## src/hw/rtl/at_response_line_classifier_defines.svh

```systemverilog
// Assertion macros for the AT response line classifier.
// Each macro takes a label, clock, reset, condition(s) and a message.
`ifndef AT_RESPONSE_LINE_CLASSIFIER_DEFINES_SVH
`define AT_RESPONSE_LINE_CLASSIFIER_DEFINES_SVH

`ifndef SYNTHESIS
`define ATRLC_ASSERT_NOW(lbl, clk, rst, ante, cons, msg) \
  lbl: assert property (@(posedge clk) disable iff (rst) (ante) |-> (cons)) else $error(msg);
`define ATRLC_ASSERT_NEXT(lbl, clk, rst, ante, cons, msg) \
  lbl: assert property (@(posedge clk) disable iff (rst) (ante) |=> (cons)) else $error(msg);
`else
`define ATRLC_ASSERT_NOW(lbl, clk, rst, ante, cons, msg)
`define ATRLC_ASSERT_NEXT(lbl, clk, rst, ante, cons, msg)
`endif

`endif

```

## src/hw/rtl/atrlc_pkg.sv

```systemverilog
package atrlc_pkg;

  localparam int WIN_BYTES = 12;
  localparam int WIN_W     = 8 * WIN_BYTES;

  // Operation codes of an input beat
  localparam logic OP_RX_BYTE  = 1'b0;
  localparam logic OP_CMD_SENT = 1'b1;

  // Ready codes
  localparam logic [1:0] READY_PENDING    = 2'd0;
  localparam logic [1:0] READY_OK         = 2'd1;
  localparam logic [1:0] READY_ERROR      = 2'd2;
  localparam logic [1:0] READY_NO_CARRIER = 2'd3;

  localparam logic [3:0] COUNT_MAX = 4'd15;

  localparam logic [7:0] CHAR_LF = 8'h0A;

  // Patterns, first character in the most significant byte
  localparam logic [15:0] PAT_AT         = 16'h4154;
  localparam logic [15:0] PAT_CRLF       = 16'h0D0A;
  localparam logic [31:0] PAT_OK         = 32'h4F4B_0D0A;
  localparam logic [55:0] PAT_ERROR      = 56'h45_5252_4F52_0D0A;
  localparam logic [95:0] PAT_NO_CARRIER = 96'h4E4F_2043_4152_5249_4552_0D0A;

  localparam logic [3:0] LEN_AT         = 4'd2;
  localparam logic [3:0] LEN_CRLF       = 4'd2;
  localparam logic [3:0] LEN_OK         = 4'd4;
  localparam logic [3:0] LEN_ERROR      = 4'd7;
  localparam logic [3:0] LEN_NO_CARRIER = 4'd12;

  typedef struct packed {
    logic crlf;
    logic ok;
    logic error;
    logic no_carrier;
  } match_t;

  typedef struct packed {
    logic [1:0] ready_code;
    logic       response_done;
    logic       echo_line;
    logic       urc_line;
    logic       line_activity;
    logic       dtr_high;
  } result_t;

  function automatic logic is_blank(input logic [7:0] b);
    return b inside {8'h20, [8'h09:8'h0D]};
  endfunction

endpackage

```

## src/hw/rtl/atrlc_suffix_match.sv

```systemverilog
module atrlc_suffix_match
  import atrlc_pkg::*;
(
  input  logic [WIN_W-1:0] window,
  input  logic [3:0]       count,
  output match_t           match
);

  // Newest byte sits in the low byte; a suffix counts only if the line holds it all
  always_comb begin
    match.crlf       = (count >= LEN_CRLF) && (window[15:0] == PAT_CRLF);
    match.ok         = (count >= LEN_OK) && (window[31:0] == PAT_OK);
    match.error      = (count >= LEN_ERROR) && (window[55:0] == PAT_ERROR);
    match.no_carrier = (count >= LEN_NO_CARRIER) && (window[95:0] == PAT_NO_CARRIER);
  end

endmodule

```

## src/hw/rtl/atrlc_classify.sv

```systemverilog
module atrlc_classify
  import atrlc_pkg::*;
(
  input  logic       clk,
  input  logic       rst,
  input  logic       step,
  input  logic       operation,
  input  logic [7:0] rx_byte,
  input  logic       low_power,
  output result_t    result
);

  logic [WIN_W-1:0] window;
  logic [WIN_W-1:0] window_next;
  logic [3:0]       count;
  logic [3:0]       count_next;
  logic [15:0]      lead;
  logic [15:0]      lead_next;
  logic             has_text;
  logic             has_text_next;
  logic             in_resp;
  logic             in_resp_next;
  logic [1:0]       ready;
  logic [1:0]       ready_next;

  logic [WIN_W-1:0] win_shift;
  logic [3:0]       cnt_inc;
  logic [15:0]      lead_upd;
  logic             text_upd;
  logic [1:0]       ready_cand;
  logic             clear;
  match_t           match;

  assign win_shift = {window[WIN_W-9:0], rx_byte};
  assign cnt_inc   = (count == COUNT_MAX) ? count : count + 4'd1;
  assign text_upd  = has_text | ~is_blank(rx_byte);

  always_comb begin
    lead_upd = lead;
    if (count == 4'd0) begin
      lead_upd = {rx_byte, 8'h00};
    end else if (count == 4'd1) begin
      lead_upd = {lead[15:8], rx_byte};
    end
  end

  atrlc_suffix_match u_match (
    .window (win_shift),
    .count  (cnt_inc),
    .match  (match)
  );

  always_comb begin
    window_next   = window;
    count_next    = count;
    lead_next     = lead;
    has_text_next = has_text;
    in_resp_next  = in_resp;
    ready_next    = ready;
    ready_cand    = ready;
    clear         = 1'b0;
    result        = '0;

    if (operation == OP_CMD_SENT) begin
      // drop back to idle, keep the collected line
      in_resp_next = 1'b0;
      ready_next   = READY_PENDING;
    end else begin
      window_next   = win_shift;
      count_next    = cnt_inc;
      lead_next     = lead_upd;
      has_text_next = text_upd;
      if (!in_resp) begin
        if (match.crlf) begin
          clear = 1'b1;
          if ((cnt_inc >= LEN_AT) && (lead_upd == PAT_AT)) begin
            in_resp_next     = 1'b1;
            result.echo_line = 1'b1;
          end else if (text_upd) begin
            result.urc_line      = 1'b1;
            result.line_activity = 1'b1;
          end
        end
      end else if (rx_byte == CHAR_LF) begin
        result.line_activity = 1'b1;
        if (match.ok) begin
          ready_cand = READY_OK;
        end else if (match.error) begin
          ready_cand = READY_ERROR;
        end else if (match.no_carrier) begin
          ready_cand = READY_NO_CARRIER;
        end
        ready_next = ready_cand;
        if (ready_cand != READY_PENDING) begin
          result.response_done = 1'b1;
          result.dtr_high      = low_power;
          in_resp_next         = 1'b0;
          clear                = 1'b1;
        end
      end
      // window bytes older than the line are masked by the count
      if (clear) begin
        count_next    = 4'd0;
        lead_next     = 16'h0000;
        has_text_next = 1'b0;
      end
    end
    result.ready_code = ready_next;
  end

  always_ff @(posedge clk) begin
    if (step) begin
      window <= window_next;
    end
  end

  always_ff @(posedge clk) begin
    if (rst) begin
      count    <= 4'd0;
      lead     <= 16'h0000;
      has_text <= 1'b0;
      in_resp  <= 1'b0;
      ready    <= READY_OK;
    end else if (step) begin
      count    <= count_next;
      lead     <= lead_next;
      has_text <= has_text_next;
      in_resp  <= in_resp_next;
      ready    <= ready_next;
    end
  end

endmodule

```

## src/hw/rtl/at_response_line_classifier.sv

```systemverilog
// Path: an accepted input beat passes the input register, then the result register, to its result beat.
// Throughput: one beat per cycle unless out_ready stalls the output; the line state
// updates once per beat and the next beat in the input register sees it in the following cycle.
// Reset (rst, synchronous, active high): idle mode, empty line, ready code 1,
// low power mode off, both pipeline registers empty.
`include "at_response_line_classifier_defines.svh"

module at_response_line_classifier
  import atrlc_pkg::*;
(
  input  logic       clk,
  input  logic       rst,
  // configuration write channel
  input  logic       cfg_valid,
  output logic       cfg_ready,
  input  logic       low_power_mode,
  // input beat channel
  input  logic       in_valid,
  output logic       in_ready,
  input  logic       operation,
  input  logic [7:0] rx_byte,
  // result beat channel
  output logic       out_valid,
  input  logic       out_ready,
  output logic [1:0] ready_code,
  output logic       response_done,
  output logic       echo_line,
  output logic       urc_line,
  output logic       line_activity,
  output logic       dtr_high
);

  // Configuration register: a write is always taken at once.
  logic low_power;

  assign cfg_ready = 1'b1;

  always_ff @(posedge clk) begin
    if (rst) begin
      low_power <= 1'b0;
    end else if (cfg_valid) begin
      low_power <= low_power_mode;
    end
  end

  // Input register: holds one beat until the classifier can pass its result on.
  logic       s1_valid;
  logic       s1_op;
  logic [7:0] s1_byte;
  logic       advance;
  result_t    result;

  // Move the held beat forward when the result register is free or drains now.
  assign advance  = s1_valid && (!out_valid || out_ready);
  assign in_ready = !s1_valid || advance;

  always_ff @(posedge clk) begin
    if (rst) begin
      s1_valid <= 1'b0;
    end else if (in_ready) begin
      s1_valid <= in_valid;
    end
  end

  always_ff @(posedge clk) begin
    if (in_ready && in_valid) begin
      s1_op   <= operation;
      s1_byte <= rx_byte;
    end
  end

  // Classifier: line state and the suffix compares, updated once per advanced beat.
  atrlc_classify u_classify (
    .clk       (clk),
    .rst       (rst),
    .step      (advance),
    .operation (s1_op),
    .rx_byte   (s1_byte),
    .low_power (low_power),
    .result    (result)
  );

  // Result register: load on advance, otherwise hold until the beat is taken.
  always_ff @(posedge clk) begin
    if (rst) begin
      out_valid <= 1'b0;
    end else if (advance) begin
      out_valid <= 1'b1;
    end else if (out_ready) begin
      out_valid <= 1'b0;
    end
  end

  always_ff @(posedge clk) begin
    if (advance) begin
      ready_code    <= result.ready_code;
      response_done <= result.response_done;
      echo_line     <= result.echo_line;
      urc_line      <= result.urc_line;
      line_activity <= result.line_activity;
      dtr_high      <= result.dtr_high;
    end
  end

  // A completion always leaves a final code behind.
  `ATRLC_ASSERT_NOW(a_done_code, clk, rst, out_valid && response_done, ready_code != READY_PENDING, "completion with pending ready code")
  // DTR is raised only together with a completion.
  `ATRLC_ASSERT_NOW(a_dtr_done, clk, rst, out_valid && dtr_high, response_done, "dtr_high without response_done")
  // An unsolicited line always refreshes the activity time.
  `ATRLC_ASSERT_NOW(a_urc_act, clk, rst, out_valid && urc_line, line_activity, "urc_line without line_activity")
  // Input stalls only when both registers are full and the output is blocked.
  `ATRLC_ASSERT_NOW(a_stall_full, clk, rst, !in_ready, s1_valid && out_valid && !out_ready, "input stalled with room in the pipeline")

endmodule
```

## config.mk

```make
export PLATFORM = sky130hd
export DESIGN_NAME = at_response_line_classifier
export DESIGN_NICKNAME = d
export VERILOG_FILES = /design/src/hw/rtl/atrlc_pkg.sv /design/src/hw/rtl/atrlc_suffix_match.sv /design/src/hw/rtl/atrlc_classify.sv /design/src/hw/rtl/at_response_line_classifier.sv
export VERILOG_INCLUDE_DIRS = /design/src /design/src/hw/rtl
export SDC_FILE = /design/constraint.sdc
export NUM_CORES = 1
export LEC_CHECK = 0
export ABC_CLOCK_PERIOD_IN_PS = 9900
export BUFFER_PORTS_ARGS = -buffer_cell sky130_fd_sc_hd__buf_2
export CORE_MARGIN = 10
export CORE_UTILIZATION = 45
export CTS_BUF_LIST = sky130_fd_sc_hd__clkbuf_4
export DETAILED_ROUTE_END_ITERATION = 12
export SYNTH_ARGS = -nofsm -noshare
export SYNTH_HDL_FRONTEND = slang
export SYNTH_HIERARCHICAL = 1
export SYNTH_SLANG_ARGS = --single-unit
```

## constraint.sdc

```tcl
create_clock -name clk -period 9.9 [get_ports clk]
set_clock_uncertainty 0.1 [all_clocks]
set_input_delay 0.99 -clock clk [delete_from_list [all_inputs] [get_ports clk]]
set_output_delay 0.99 -clock clk [all_outputs]
set_load 0.05 [all_outputs]
```

Word level (Yosys, flattened, before mapping)
Index checks and enable logic that the tools add are counted.
{ "classes": {"add_sub_neg": 1, "magnitude_cmp": 6, "eq_ne": 9, "muxes": 34, "n_bitwise": 7, "n_reduce_logical": 21} }
{ "op_table": {"columns": ["operator", "count"], "rows": [
  ["== test 96 x 95 -> 1 bit (second input constant)", 1],
  ["== test 56 x 55 -> 1 bit (second input constant)", 1],
  ["== test 32 x 31 -> 1 bit (second input constant)", 1],
  ["2-to-1 mux 16 bit", 2],
  ["2-to-1 mux 2 bit", 11],
  ["2-to-1 mux 1 bit", 18],
  ["== test 16 x 12 -> 1 bit (second input constant)", 1],
  ["== test 16 x 15 -> 1 bit (second input constant)", 1],
  ["== test 8 x 4 -> 1 bit (second input constant)", 1],
  ["== test 8 x 6 -> 1 bit (second input constant)", 1],
  [">= comparator 4 x 3 -> 1 bit (second input constant)", 2],
  [">= comparator 8 x 4 -> 1 bit (second input constant)", 1],
  ["less-or-equal comparator 8 x 4 -> 1 bit (second input constant)", 1],
  ["logical AND 1 bit", 8],
  ["2-to-1 mux 4 bit", 2],
  ["2-to-1 mux 8 bit", 1],
  ["OR reduction 4 bit", 2],
  ["inverter 1 bit", 6],
  ["nonzero test 2 bit", 3],
  ["adder 4 x 1 -> 4 bit (second input constant)", 1],
  ["== test 4 x 1 -> 1 bit (second input constant)", 1],
  ["== test 4 bit (second input constant)", 1],
  [">= comparator 4 x 2 -> 1 bit (second input constant)", 1],
  [">= comparator 4 bit (second input constant)", 1],
  ["7 further kinds", 9]
]} }
{ "totals": {"ff_bits": 131, "input_bits": 15, "out_inout_bits": 10, "elab_cells": 95} }

Depth between registers and ports, before layout
{ "depth": {"ltp_word": 16, "mapped_depth": 13, "mapped_depth_nobuf": 12} }

Modules after synthesis
The synthesis kept the hierarchy.
{ "by_module_without_submodules": {"columns": ["mod", "n_inst", "cells_each", "area_each_um2", "seq_area_each_um2"], "rows": [
  ["atrlc_classify", 1, 277, 4115.2, 3123.0],
  ["at_response_line_classifier", 1, 31, 629.4, 540.5],
  ["atrlc_suffix_match", 1, 46, 357.8, 0.0]
]} }

Least setup slack after synthesis
No wires, ideal clock.
{ "synth_path": {"path_kind": "input to register", "startpoint": "input out_ready", "endpoint": "register u_classify.window[0], enable pin", "setup_ps": 486, "arrival_time_ps": 4258, "required_time_ps": 9314, "path_slack_ps": 5056, "stages": 5, "n_path_buf": 1, "path_cell_list": "nand2b_1 and2_2 nand2b_1 inv_1 clkbuf_1"} }
{ "synth_between": {"elab_chain_cells": 3} }
{ "synth_rtl": {"columns": ["element", "line", "rtl"], "rows": [
  ["from (decl)", "at_response_line_classifier.sv:24", "input logic out_ready,"],
  ["logical OR 1 bit", "at_response_line_classifier.sv:54", "assign advance = s1_valid && (!out_valid || out_ready);"],
  ["logical AND 1 bit", "at_response_line_classifier.sv:54", null],
  ["net advance", "at_response_line_classifier.sv:50", "logic advance;"],
  ["AND reduction 2 bit (no line)", null, null],
  ["to (signal assigned)", "atrlc_classify.sv:113", "window <= window_next;"],
  ["to (decl)", "atrlc_classify.sv:13", "logic [WIN_W-1:0] window;"]
]} }
The timed path passes the listed nets, and every way through them passes these cells.
A chain may end at the register's enable or synchronous reset.

==> results.txt <==
Entering global routing, the biggest net connects 83 pins. At the end of routability-driven placement, the weighted congestion stood at 0.799. The initial core utilization came out at 46.5%. After Yosys synthesis, and, or, nand and nor cells account for 16.6% of the synthesized area.

The number of different library cells used by synthesis comes to 59. The initial antenna violation count is 0, and the count of pins on the block boundary is 25. Fraction of synthesized area in multiplexers: 0.196%. The share of the cycle needed by the critical path after routing came out at 39.4%. The post-route DRC violation count was 0. The area fraction in compound gates after synthesis is 8.26%, and the async set-reset flop share out of synthesis is 0%. In this run the remaining antenna-violating nets after routing total 0.

TritonCTS built the clock tree. The upper clock frequency limit is 256 MHz, and the count of hold-fix buffers inserted at cts is 0. Counting flops with a built-in enable in the synthesized netlist gives 104. The run gives 11,000 um2 as the floorplan core area. The run gives 1.90 nW as the leakage power. Dividing the detail-routed wire length by the instance count gives 18.2 um.

The predominant post-synthesis flop cell was edfxtp_1. Worst vdd rail ir drop: 0.000109 V. The xor and xnor fraction of the mapped netlist area was 0.172%; the CTS buffer count was 17. After Yosys synthesis, full adders, half adders and majority gates account for 0.736% of the synthesized area. The worst pin sits at a relative slew slack of 33.4%.

Leaving out fill and tap cells, the most frequent cells in the layout are edfxtp_1 (104), dfxtp_1 (27), nand2_1 (26). After floorplanning, the core was divided into 38 placement rows. The Yosys step of the flow raised 6 warnings. The chip height works out to 126 um. The count of pins over their slew limit came out at 0. Dividing total power by cell area gives a power density of 196 nW/um2.

The clock net in this run drives a total of 131 sinks. After synthesis the cells add up to 5100 um2. For the cell count after synthesis, the log shows 354. For the finished layout, the period the worst path requires is 3.90 ns.

After global routing the overflow that remains totals 0. For the number of instances resized during post-cts repair, the log shows 0. The largest fanout on the critical path came out at 15. Synthesized area divided by synthesized cell count: 14.4 um2.

The hold violation total from the final report came out at 0. Max capacitance violation total: 0. The worst setup path is captured at a flop. After the last flow step, the layout net total stands at 406. The filler cells instantiated in the layout total 930. The tools report the data required time at the worst endpoint as 10.22 ns. The wire-length estimate of the detail-placed layout is 6500 um. The design draws 1.13 mW. After clock tree synthesis, the clock-pin slew on the worst setup and hold paths is 0.12 ns. Including well taps, the total number of placed cells is 509. At the pin with the least slew margin, the transition time is 1.00 ns.

Total of flip-flops plus latches after synthesis: 131. The logs give 298 for the violation count after the first detailed-routing iteration and 9860 um for the post-detailed-routing wire length. Summed over all instances, the cell type with the most area after synthesis is edfxtp_1.

The number of antenna diodes in the final layout is 0. Leaving out fill and tap cells, the most frequent cell in the layout is edfxtp_1. Clock tree root buffer cell: clkbuf_4. Classification of the worst-slack hold path: flop to flop. The floorplan die area is 16,000 um2.

The tools report the via count of the first global-routing pass as 3,039. By area the synthesized netlist is led by edfxtp_1 (61%), dfxtp_1 (11%), a21oi_1 (2.5%). In this run the number of H-tree levels came out at 4.

The first TritonRoute pass finished after 4 iterations. The post-synth net total is 372, and the area growth from synthesis to layout is 12.7%. The post-route netlist has 17.5% of its cells at a drive strength greater than 1. Setup violations remaining at the end of the flow were counted as 0. The critical path class was flop to flop.

For this block, the via count after detailed routing is 3,079. The vias per cell was 5.69; the arrival time of the worst setup path was 4.22 ns. Across every metal layer, demand over resource in global routing totals 12.3%. The worst-case clock buffer depth came out at 2. Number of buffers inserted by port buffering: 23. The run finished with clean final reports. The share of the synthesized area in the top cell type came out at 61.2%. The run gives 6.00 ns as the final worst slack.

The insertion delay to the later sink of the worst-skew pair is 0.52 ns. For the register area share after synthesis, the log shows 71.8%. Setup repair after global routing left no endpoint under its margin.

The width of the die is 126 um. By area, the combinational part of the netlist is dominated by simple AND/OR/NAND/NOR gates. The worst slack after detailed placement was 6.01 ns.

The logs give 0 ns for the setup total negative slack and 15,700 um for the global-route wire length before repair. The non-filler instance count after layout is 541. For the number of setup buffers added after CTS, the log shows 0. Category of the worst setup path launch point: a flop.
==> Yosys cell counts (4+ instances only) <==
library cell and count:
a21oi_1 25, a22o_1 5, and4b_1 4, clkbuf_1 7, dfxtp_1 27, edfxtp_1 104
inv_1 18, nand2_1 26, nand3_1 17, nand4_1 5, nand4b_1 4, nor2_1 10
nor3_1 6, nor4_1 6, nor4b_1 8, nor4bb_1 7, o21ai_0 7, o32ai_1 8
==> state kept, by name (all words and copies together) (netlist names) <==
name,cells
u_classify/count,4
u_classify/lead,16
u_classify/has_text,1
urc_line,1
s1_valid,1
response_done,1
u_classify/window,88
u_classify/in_resp,1
u_classify/ready,2
ready_code,2
out_valid,1
dtr_high,1
s1_byte,8
s1_op,1
echo_line,1
low_power,1
line_activity,1
==> routing by layer <==
metal / wire [um] / vias to the layer above / global-route usage (%)
li1: - / 1456 / -
met1: 4600 / 1546 / 16.2
met2: 4670 / 70 / 18.7
met3: 515 / 7 / 4.29
met4: 74 / 0 / 4.22
met5: 0 / - / 0
==> cell families after synthesis <==
logic type                 count (synthesis)
AOI/OAI and AO/OA                         63
adders and majority gates                  3
buffers and inverters                     27
muxes                                      1
xor gates and xnor gates                   1
and+or+nand+nor                          127
DFF                                      131
other                                      1
==> power breakdown <==
group	total, mW	switching [mW]	internal (mW)
Combinational	0.0392	0.0277	0.0115
Clock	0.467	0.191	0.275
Sequential	0.622	0.0126	0.610
==> layout make-up <==
type	count	area (um2)	area share, %
clock buffers	17	128	2.22
clock inverters	15	260	4.53
inverters	18	68.8	1.20
multi-input cells	196	1330	23.1
flip-flops and latches	131	3660	63.7
well taps	140	175	3.05
repair buffers	24	123	2.13
==> worst max-delay path, cell delays in order (launching register included) <==
cell	delay (ns)
dfxtp_1	0.44
ha_1	0.25
nand3_1	0.21
nand2_1	0.13
o21ai_0	0.15
a21oi_1	0.21
nor3_1	0.06
and3_1	0.22
or2_0	0.24
or4_1	0.55
a21oi_2	0.63
nand3_1	0.41
o32ai_1	0.22
==> final timing paths <==
path | startpoint | end | slack (ns) | cells after the start
worst max-delay path | u_classify/count[0] | u_classify/lead[10] | 6.00 | 12
worst min-delay path | u_classify/window[38] | u_classify/window[46] | 0.34 | 0
worst max register to register | u_classify/count[0] | u_classify/lead[10] | 6.00 | 12
worst min register to register | u_classify/window[38] | u_classify/window[46] | 0.34 | 0
==> stage by stage <==
step | utilization (%) | hold slack [ns] | area, um2
after floorplan | - | 0.317 | 5100
after global placement | 48.8 | 0.323 | 5360
after detailed placement | 48.8 | 0.326 | 5360
after CTS | 52.3 | 0.339 | 5750
after global routing | 52.3 | 0.334 | 5750
final | 52.3 | 0.338 | 5750
Power figures use the tool's default switching activity.
